===== src/rtl/rcfp_pkg.sv =====
// shared types and constants for the rc channel frame parser
package rcfp_pkg;

  localparam logic [7:0] LEN_BYTE      = 8'h20;
  localparam logic [7:0] CMD_BYTE      = 8'h40;
  localparam logic [4:0] POS_CMD       = 5'd1;
  localparam logic [4:0] POS_CKSUM_LO  = 5'd30;
  localparam logic [4:0] POS_LAST      = 5'd31;
  localparam int unsigned WORD_AW      = 4;
  localparam int unsigned RAM_AW       = WORD_AW + 1;
  localparam int unsigned RAM_DEPTH    = 1 << RAM_AW;
  localparam int unsigned IDX_W        = 4;

  typedef struct packed {
    logic err;
    logic bank;
  } job_t;

  typedef struct packed {
    logic valid;
    logic bank;
  } release_t;

  typedef enum logic [2:0] {
    BK_IDLE = 3'b001,
    BK_RD   = 3'b010,
    BK_DATA = 3'b100
  } back_state_e;

endpackage


===== src/rtl/rcfp_ram.sv =====
// generic single-write single-read ram with registered read data
module rcfp_ram #(
  parameter int unsigned WIDTH = 16,
  parameter int unsigned DEPTH = 32
) (
  input  logic                     clk_i,
  input  logic                     we_i,
  input  logic [$clog2(DEPTH)-1:0] waddr_i,
  input  logic [WIDTH-1:0]         wdata_i,
  input  logic                     re_i,
  input  logic [$clog2(DEPTH)-1:0] raddr_i,
  output logic [WIDTH-1:0]         rdata_o
);

  logic [WIDTH-1:0] mem_q [DEPTH];
  logic [WIDTH-1:0] rdata_q;

  always_ff @(posedge clk_i) begin
    if (we_i) begin
      mem_q[waddr_i] <= wdata_i;
    end
    if (re_i) begin
      rdata_q <= mem_q[raddr_i];
    end
  end

  assign rdata_o = rdata_q;

endmodule


===== src/rtl/rcfp_queue.sv =====
// two-entry job queue between the byte front end and the result back end
module rcfp_queue import rcfp_pkg::*; (
  input  logic clk_i,
  input  logic rst_ni,
  input  logic push_i,
  input  job_t push_job_i,
  input  logic pop_i,
  output job_t head_o,
  output logic empty_o,
  output logic full_o
);

  job_t       slot_q [2];
  logic       wptr_q, wptr_d;
  logic       rptr_q, rptr_d;
  logic [1:0] cnt_q, cnt_d;

  always_comb begin
    wptr_d = wptr_q;
    rptr_d = rptr_q;
    cnt_d  = cnt_q;
    if (push_i) begin
      wptr_d = ~wptr_q;
    end
    if (pop_i) begin
      rptr_d = ~rptr_q;
    end
    if (push_i && !pop_i) begin
      cnt_d = cnt_q + 2'd1;
    end else if (!push_i && pop_i) begin
      cnt_d = cnt_q - 2'd1;
    end
  end

  always_ff @(posedge clk_i or negedge rst_ni) begin
    if (!rst_ni) begin
      wptr_q <= 1'b0;
      rptr_q <= 1'b0;
      cnt_q  <= 2'd0;
    end else begin
      wptr_q <= wptr_d;
      rptr_q <= rptr_d;
      cnt_q  <= cnt_d;
    end
  end

  always_ff @(posedge clk_i) begin
    if (push_i) begin
      slot_q[wptr_q] <= push_job_i;
    end
  end

  assign head_o  = slot_q[rptr_q];
  assign empty_o = (cnt_q == 2'd0);
  assign full_o  = (cnt_q == 2'd2);

endmodule


===== src/rtl/rcfp_front.sv =====
// front end: header hunt, frame capture into the ram, checksum and frame judgement
module rcfp_front import rcfp_pkg::*; (
  input  logic              clk_i,
  input  logic              rst_ni,
  input  logic [7:0]        rx_byte_i,
  input  logic              in_valid_i,
  output logic              in_ready_o,
  output logic              ram_we_o,
  output logic [RAM_AW-1:0] ram_waddr_o,
  output logic [15:0]       ram_wdata_o,
  output logic              push_o,
  output job_t              push_job_o,
  input  logic              queue_full_i,
  input  release_t          release_i
);

  logic [4:0]  pos_q, pos_d;
  logic [15:0] sum_q, sum_d;
  logic [7:0]  even_q;
  logic [7:0]  cmd_q;
  logic [7:0]  ck_lo_q;
  logic        wr_bank_q, wr_bank_d;
  logic [1:0]  busy_q, busy_d;
  logic        take;
  logic        frame_end;
  logic        cksum_bad;

  assign in_ready_o = !queue_full_i && !busy_q[wr_bank_q];
  assign take       = in_valid_i && in_ready_o && (pos_q != 5'd0 || rx_byte_i == LEN_BYTE);
  assign frame_end  = take && (pos_q == POS_LAST);
  assign cksum_bad  = ({rx_byte_i, ck_lo_q} != ~sum_q);

  // bytes land in pairs, one ram word per channel-sized slot
  assign ram_we_o    = take && pos_q[0];
  assign ram_waddr_o = {wr_bank_q, pos_q[4:1]};
  assign ram_wdata_o = {rx_byte_i, even_q};

  assign push_o          = frame_end && (cmd_q == CMD_BYTE);
  assign push_job_o.err  = cksum_bad;
  assign push_job_o.bank = wr_bank_q;

  always_comb begin
    pos_d     = pos_q;
    sum_d     = sum_q;
    wr_bank_d = wr_bank_q;
    busy_d    = busy_q;
    if (release_i.valid) begin
      busy_d[release_i.bank] = 1'b0;
    end
    if (take) begin
      if (pos_q < POS_CKSUM_LO) begin
        sum_d = sum_q + {8'd0, rx_byte_i};
      end
      pos_d = pos_q + 5'd1;
    end
    if (frame_end) begin
      pos_d = 5'd0;
      sum_d = 16'd0;
    end
    // a good frame keeps its bank until the back end has read it out
    if (push_o && !cksum_bad) begin
      busy_d[wr_bank_q] = 1'b1;
      wr_bank_d         = ~wr_bank_q;
    end
  end

  always_ff @(posedge clk_i or negedge rst_ni) begin
    if (!rst_ni) begin
      pos_q     <= 5'd0;
      sum_q     <= 16'd0;
      wr_bank_q <= 1'b0;
      busy_q    <= 2'b00;
    end else begin
      pos_q     <= pos_d;
      sum_q     <= sum_d;
      wr_bank_q <= wr_bank_d;
      busy_q    <= busy_d;
    end
  end

  always_ff @(posedge clk_i) begin
    if (take && !pos_q[0]) begin
      even_q <= rx_byte_i;
    end
    if (take && pos_q == POS_CMD) begin
      cmd_q <= rx_byte_i;
    end
    if (take && pos_q == POS_CKSUM_LO) begin
      ck_lo_q <= rx_byte_i;
    end
  end

endmodule


===== src/rtl/rcfp_back.sv =====
// back end: turns queued frame jobs into channel or error results
module rcfp_back import rcfp_pkg::*; #(
  parameter int unsigned CHANNEL_COUNT = 14
) (
  input  logic              clk_i,
  input  logic              rst_ni,
  input  job_t              head_i,
  input  logic              empty_i,
  output logic              pop_o,
  output logic              ram_re_o,
  output logic [RAM_AW-1:0] ram_raddr_o,
  input  logic [15:0]       ram_rdata_i,
  output release_t          release_o,
  output logic              status_o,
  output logic [IDX_W-1:0]  channel_index_o,
  output logic [15:0]       channel_value_o,
  output logic              last_o,
  output logic              out_valid_o,
  input  logic              out_ready_i
);

  localparam logic [IDX_W-1:0] LAST_IDX = IDX_W'(CHANNEL_COUNT - 1);

  back_state_e      state_q, state_d;
  logic [IDX_W-1:0] idx_q, idx_d;
  logic             bank_q, bank_d;
  logic             out_valid_q, out_valid_d;
  logic             out_free;
  logic             load_err;
  logic             load_ch;
  logic             status_q;
  logic [IDX_W-1:0] index_q;
  logic [15:0]      value_q;
  logic             last_q;

  assign out_free = !out_valid_q || out_ready_i;

  always_comb begin
    state_d  = state_q;
    idx_d    = idx_q;
    bank_d   = bank_q;
    pop_o    = 1'b0;
    ram_re_o = 1'b0;
    load_err = 1'b0;
    load_ch  = 1'b0;
    unique case (state_q)
      BK_IDLE: begin
        if (!empty_i) begin
          if (head_i.err) begin
            if (out_free) begin
              load_err = 1'b1;
              pop_o    = 1'b1;
            end
          end else begin
            pop_o   = 1'b1;
            bank_d  = head_i.bank;
            idx_d   = '0;
            state_d = BK_RD;
          end
        end
      end
      BK_RD: begin
        ram_re_o = 1'b1;
        state_d  = BK_DATA;
      end
      BK_DATA: begin
        if (out_free) begin
          load_ch = 1'b1;
          if (idx_q == LAST_IDX) begin
            state_d = BK_IDLE;
          end else begin
            idx_d   = idx_q + IDX_W'(1);
            state_d = BK_RD;
          end
        end
      end
      default: state_d = BK_IDLE;
    endcase
  end

  // channel k sits in word k+1, the word after the length and command bytes
  assign ram_raddr_o = {bank_q, WORD_AW'(idx_q + IDX_W'(1))};

  assign release_o.valid = load_ch && (idx_q == LAST_IDX);
  assign release_o.bank  = bank_q;

  always_comb begin
    out_valid_d = out_valid_q;
    if (out_valid_q && out_ready_i) begin
      out_valid_d = 1'b0;
    end
    if (load_err || load_ch) begin
      out_valid_d = 1'b1;
    end
  end

  always_ff @(posedge clk_i or negedge rst_ni) begin
    if (!rst_ni) begin
      state_q     <= BK_IDLE;
      idx_q       <= '0;
      bank_q      <= 1'b0;
      out_valid_q <= 1'b0;
    end else begin
      state_q     <= state_d;
      idx_q       <= idx_d;
      bank_q      <= bank_d;
      out_valid_q <= out_valid_d;
    end
  end

  always_ff @(posedge clk_i) begin
    if (load_err) begin
      status_q <= 1'b1;
      index_q  <= '0;
      value_q  <= 16'd0;
      last_q   <= 1'b1;
    end else if (load_ch) begin
      status_q <= 1'b0;
      index_q  <= idx_q;
      value_q  <= ram_rdata_i;
      last_q   <= (idx_q == LAST_IDX);
    end
  end

  assign status_o        = status_q;
  assign channel_index_o = index_q;
  assign channel_value_o = value_q;
  assign last_o          = last_q;
  assign out_valid_o     = out_valid_q;

endmodule


===== src/rtl/rc_channel_frame_parser.sv =====
// top level of the rc channel frame parser: front end, job queue, frame ram, back end
//
// Input channel: one received serial byte per request on rx_byte_i with
// in_valid_i / in_ready_o. Bytes are dropped until the length byte 0x20,
// then a 32-byte frame is gathered.
// Output channel: status_o, channel_index_o, channel_value_o, last_o with
// out_valid_o / out_ready_i, held in an output register.
// A frame with a wrong command byte gives no request; a checksum mismatch
// gives one error request; a good frame gives CHANNEL_COUNT channel
// requests in index order, each after its own ram read, as the single ram
// read port delivers one 16-bit word per read-and-load step.
// Frames are stored in two ram banks; frames with a right command byte wait
// in a two-entry job queue, so the next frame can be received while results drain.
// in_ready_o drops while the job queue is full or the bank to be written
// still holds a frame not yet read out; a stalled receiver therefore backs
// up into the byte channel.
// Reset puts the parser back into header hunt with the queue empty.
module rc_channel_frame_parser import rcfp_pkg::*; #(
  parameter int unsigned CHANNEL_COUNT = 14
) (
  input  logic             clk_i,
  input  logic             rst_ni,
  input  logic [7:0]       rx_byte_i,
  input  logic             in_valid_i,
  output logic             in_ready_o,
  output logic             status_o,
  output logic [IDX_W-1:0] channel_index_o,
  output logic [15:0]      channel_value_o,
  output logic             last_o,
  output logic             out_valid_o,
  input  logic             out_ready_i
);

  logic              ram_we;
  logic [RAM_AW-1:0] ram_waddr;
  logic [15:0]       ram_wdata;
  logic              ram_re;
  logic [RAM_AW-1:0] ram_raddr;
  logic [15:0]       ram_rdata;
  logic              push;
  job_t              push_job;
  logic              pop;
  job_t              head;
  logic              empty;
  logic              full;
  release_t          release_s;

  rcfp_front u_front (
    .clk_i        (clk_i),
    .rst_ni       (rst_ni),
    .rx_byte_i    (rx_byte_i),
    .in_valid_i   (in_valid_i),
    .in_ready_o   (in_ready_o),
    .ram_we_o     (ram_we),
    .ram_waddr_o  (ram_waddr),
    .ram_wdata_o  (ram_wdata),
    .push_o       (push),
    .push_job_o   (push_job),
    .queue_full_i (full),
    .release_i    (release_s)
  );

  rcfp_queue u_queue (
    .clk_i      (clk_i),
    .rst_ni     (rst_ni),
    .push_i     (push),
    .push_job_i (push_job),
    .pop_i      (pop),
    .head_o     (head),
    .empty_o    (empty),
    .full_o     (full)
  );

  rcfp_ram #(
    .WIDTH (16),
    .DEPTH (RAM_DEPTH)
  ) u_ram (
    .clk_i   (clk_i),
    .we_i    (ram_we),
    .waddr_i (ram_waddr),
    .wdata_i (ram_wdata),
    .re_i    (ram_re),
    .raddr_i (ram_raddr),
    .rdata_o (ram_rdata)
  );

  rcfp_back #(
    .CHANNEL_COUNT (CHANNEL_COUNT)
  ) u_back (
    .clk_i           (clk_i),
    .rst_ni          (rst_ni),
    .head_i          (head),
    .empty_i         (empty),
    .pop_o           (pop),
    .ram_re_o        (ram_re),
    .ram_raddr_o     (ram_raddr),
    .ram_rdata_i     (ram_rdata),
    .release_o       (release_s),
    .status_o        (status_o),
    .channel_index_o (channel_index_o),
    .channel_value_o (channel_value_o),
    .last_o          (last_o),
    .out_valid_o     (out_valid_o),
    .out_ready_i     (out_ready_i)
  );

endmodule

===== config.mk =====
export PLATFORM = sky130hd
export DESIGN_NAME = rc_channel_frame_parser
export DESIGN_NICKNAME = d
export VERILOG_FILES = /design/src/rtl/rcfp_pkg.sv /design/src/rtl/rcfp_ram.sv /design/src/rtl/rcfp_queue.sv /design/src/rtl/rcfp_front.sv /design/src/rtl/rcfp_back.sv /design/src/rtl/rc_channel_frame_parser.sv
export SDC_FILE = /design/constraint.sdc
export NUM_CORES = 1
export LEC_CHECK = 0
export BUFFER_PORTS_ARGS = -buffer_cell sky130_fd_sc_hd__buf_2
export CAP_MARGIN = 10
export CORE_ASPECT_RATIO = 2
export CORE_MARGIN = 2
export CORE_UTILIZATION = 55
export CTS_BUF_LIST = sky130_fd_sc_hd__clkbuf_16
export DETAILED_ROUTE_END_ITERATION = 8
export PLACE_DENSITY = 0.71
export SLEW_MARGIN = 15
export SYNTH_ARGS = -nofsm -noshare
export SYNTH_HDL_FRONTEND = slang
export SYNTH_SLANG_ARGS = --single-unit

===== constraint.sdc =====
create_clock -name clk_i -period 4.7 [get_ports clk_i]
set_input_delay 0.94 -clock clk_i [delete_from_list [all_inputs] [get_ports clk_i]]
set_output_delay 0.94 -clock clk_i [all_outputs]
set_load 0.01 [all_outputs]

==> metrics.cfg <==
[synth]
yosysSeqAreaShare_pct=74.8
syn-cell-area_sq_um=24200
synth_nets=1289
ys_warn_count=0
synth_seq_cells=615
syn_area_per_cell_sq_um=19.2
synth_edf_count=556
ys_types=59
netlist_instances=1260
synthFlopType=edfxtp_1
synth-async-reset-ratio_pct=6.02

[cts]
clock-sinks=615
cts_buffer_depth=3
clk_latency_ns=0.58
cts_buffers=49
tritoncts=done
clk_pin_slew_worst_paths_ns=0.07
cts-hold-fix-buffers=0
htreeDepth=2
cts-root-buf=clkbuf_16
post_cts_resized=0
post-cts-setup-buffers=0

[worst_setup_path]
r2r_cells=6
critPathLaunchType=flop
reg2reg_to=u_ram.rdata_o[0]$_DFFE_PN_
cp-end-kind=flop
cp_max_fo=36
reg2reg_slack_ns=1.44
arrival_ns=3.57
required_ns=5.01
r2r-start=u_back.idx_q[0]$_DFFE_PN0P_
worstSetupPathType=flop to flop

[power]
clkPwrFrac_pct=30.1
p_int_mw=10.0
peakVddDrop_mv=0.416
switching_power_mw=4.01
p_comb_share_pct=21.1
p_per_area_nw_per_um2=521
p_leak_nw=8.75
p_seq_share_pct=48.8
netSwitchingFraction_pct=28.6

[place]
routabilityCongestion=0.855
dp.final_hpwl_um=36200
port_buffers=35

[sta]
worst_slew_pin_slew_ns=1.06
tns_ns=0
hold_violations=0
fin_crit_ns=3.26
fmaxAchievable_mhz=306
maxSlewViolCount=0
setup_viol=0
fin_crit_sh_pct=69.4
skew_ns=0.0133
rsz0062_at_grt=false
maxSlewHeadroom_pct=29.2

[route]
firstDrtPassIters=5
antenna_left=0
drt_iter0_drc=922
avgRoutedWirePerCell_um=28.0
highest_layer=met4
drt-met1-wl_um=18600
drc=0
dr_wl_met3_um=2560
via_per_inst=6.21
drt-total-wl_um=54300
wl_met2_um=29900
vias=12000

[hold_path]
min_path_cells=2
hold_path.startpoint=u_back.last_o$_SDFFE_PP1P_
min_to=u_back.last_o$_SDFFE_PP1P_
min_path_type=flop to flop

[floorplanning]
die_h_um=300
dieArea_sq_um=45700
ios=36
core_area_sq_um=43400
die_x_um=152
initial_core_util_pct=55.7
rows=108

[cells_and_area]
final_nets=1379
postLayoutCoreUtil_pct=62.2
drive_gt1_share_pct=23.3
area_growth_pct=11.6
diodes=0

[global_route]
grt_overflow=0
gr-usage-all-layers_pct=24.2
grt_max_degree=76
antenna_found_initial=0
grt_pass1_wl_um=81400
grt_pass1_vias=12800

[status]
status=completed

[flow_run]
drv_cap=0

==> sequential cells by signal, summed over array words and instances (netlist names), 2 cells and up <==
signal and cells:
u_ram.mem_q 512, u_back.channel_value_o 16, u_front.sum_q 16, u_ram.rdata_o 16, u_front.ck_lo_q 8, u_front.cmd_q 8
u_front.even_q 8, u_front.pos_q 5, u_back.channel_index_o 4, u_back.idx_q 4, u_queue.slot_q 4, u_back.state_q 3
u_front.busy_q 2, u_queue.cnt_q 2
==> worst max-delay path by stage <==
stage | start | end | slack [ns] | depth (start not counted)
floorplan | rx_byte_i[4] | u_ram.mem_q[31][0]$_DFFE_PP_ | 0.54 | 6
global placement | rx_byte_i[4] | u_ram.mem_q[11][4]$_DFFE_PP_ | 1.14 | 8
detailed placement | rx_byte_i[4] | u_ram.mem_q[11][6]$_DFFE_PP_ | 1.08 | 8
CTS | u_back.idx_q[0]$_DFFE_PN0P_ | u_ram.rdata_o[0]$_DFFE_PN_ | 1.28 | 5
global route | u_back.idx_q[0]$_DFFE_PN0P_ | u_ram.rdata_o[13]$_DFFE_PN_ | 1.20 | 5
finish | u_back.idx_q[0]$_DFFE_PN0P_ | u_ram.rdata_o[0]$_DFFE_PN_ | 1.44 | 6
==> cells in the mapped netlist (2+ instances only) <==
master | n | area share, %
dfxtp_1 | 22 | 1.8
nand3_1 | 10 | 0.21
mux4_2 | 128 | 12
inv_1 | 15 | 0.23
nor2_1 | 50 | 0.78
nor3_2 | 3 | 0.12
nor2b_1 | 10 | 0.26
clkbuf_1 | 29 | 0.45
xnor2_1 | 23 | 0.83
and2_1 | 2 | 0.052
a21oi_1 | 28 | 0.58
buf_1 | 4 | 0.062
and3_1 | 3 | 0.078
o311ai_1 | 4 | 0.14
buf_2 | 21 | 0.43
edfxtp_1 | 556 | 69
buf_4 | 4 | 0.12
nor4b_1 | 2 | 0.073
dfrtp_1 | 36 | 3.7
mux2i_1 | 50 | 2.1
a211oi_1 | 2 | 0.062
o21ai_0 | 22 | 0.46
a32o_1 | 17 | 0.70
nor3_1 | 4 | 0.083
nand4_1 | 5 | 0.13
or4_1 | 4 | 0.12
o31ai_1 | 5 | 0.16
ha_1 | 16 | 0.83
nand2b_1 | 10 | 0.26
nor3b_1 | 3 | 0.093
a311o_1 | 2 | 0.083
a31oi_1 | 2 | 0.052
a21o_1 | 4 | 0.12
nand2_1 | 106 | 1.6
a221oi_1 | 16 | 0.58
xor2_1 | 5 | 0.18
nor4_1 | 9 | 0.23
o21ai_1 | 4 | 0.083
or3_1 | 4 | 0.10
==> critical path, cell delays in order (launching register included) <==
cell and delay [ns]:
dfrtp_4 0.63, buf_4 0.67, buf_4 0.63, mux4_2 0.63, nand2_1 0.12, a32o_1 0.23
a221oi_1 0.07
==> layout make-up <==
class,instances,area (sq um)
Clock buffer,51,1280
Timing Repair Buffer,98,673
Clock inverter,40,382
Tap cell,550,688
Fill cell,2944,16400
Sequential cell,615,18100
Multi-Input combinational cell,570,5820
Inverter,16,60.1
==> stage by stage <==
stage	worst slack, ns	area, sq um	std cells	total power, mW	hold WS, ns
final	1.44	27000	1940	14.0	0.443
after global routing	1.20	27000	1940	14.6	0.463
after detailed placement	1.08	25300	1849	9.95	0.435
after CTS	1.28	27000	1940	14.1	0.445
after floorplan	0.540	24200	1260	8.83	0.437
after global placement	1.14	25300	1849	9.87	0.428
==> cell usage in the layout, fill, tap and decap left out, types with 4 or more instances in the layout <==
master        n
nor3_2        4
clkbuf_16    51
nor2_1       50
nor2b_1      10
or4_1         4
clkinv_2     11
a221oi_1     16
a21oi_1      28
nand2_1     106
nor4_1        7
o21ai_0      22
xor2_1        5
clkinv_1      8
ha_1         15
bufinv_16     6
clkinvlp_4    6
xnor2_1      23
o31ai_1       5
o21ai_1       4
a21o_1        4
mux2i_1      50
dfrtp_1      35
buf_4        61
nand4_1       5
or3_1         4
nand2b_1     10
dfxtp_1      22
a32o_1       17
o311ai_1      4
edfxtp_1    556
nand3_1      10
mux4_2      128
buf_2        35
inv_1        18
==> per-layer routing <==
metal / vias up / track usage, %
met4: 0 / 13.2
met3: 120 / 2.88
li1: 5242 / -
met2: 439 / 44.7
met5: - / 0
met1: 6243 / 27.2
==> power by group through the flow <==
stage | clock, mW | combinational (mW) | sequential (mW)
global route | 4.47 | 3.19 | 6.89
CTS | 4.29 | 3.00 | 6.85
detailed placement | 0 | 2.98 | 6.97
floorplan | 0 | 1.95 | 6.88
finish | 4.22 | 2.96 | 6.85
global placement | 0 | 2.92 | 6.95
==> kinds of logic after synthesis <==
family	Yosys count	synth area share, %
xor+xnor	29	1.08
flops	615	74.8
buf+inv	75	1.37
simple gates	231	4.46
mux	179	14.0
compound gates	114	3.37
fa+ha+maj	17	0.911
Power figures use the tool's default switching activity.
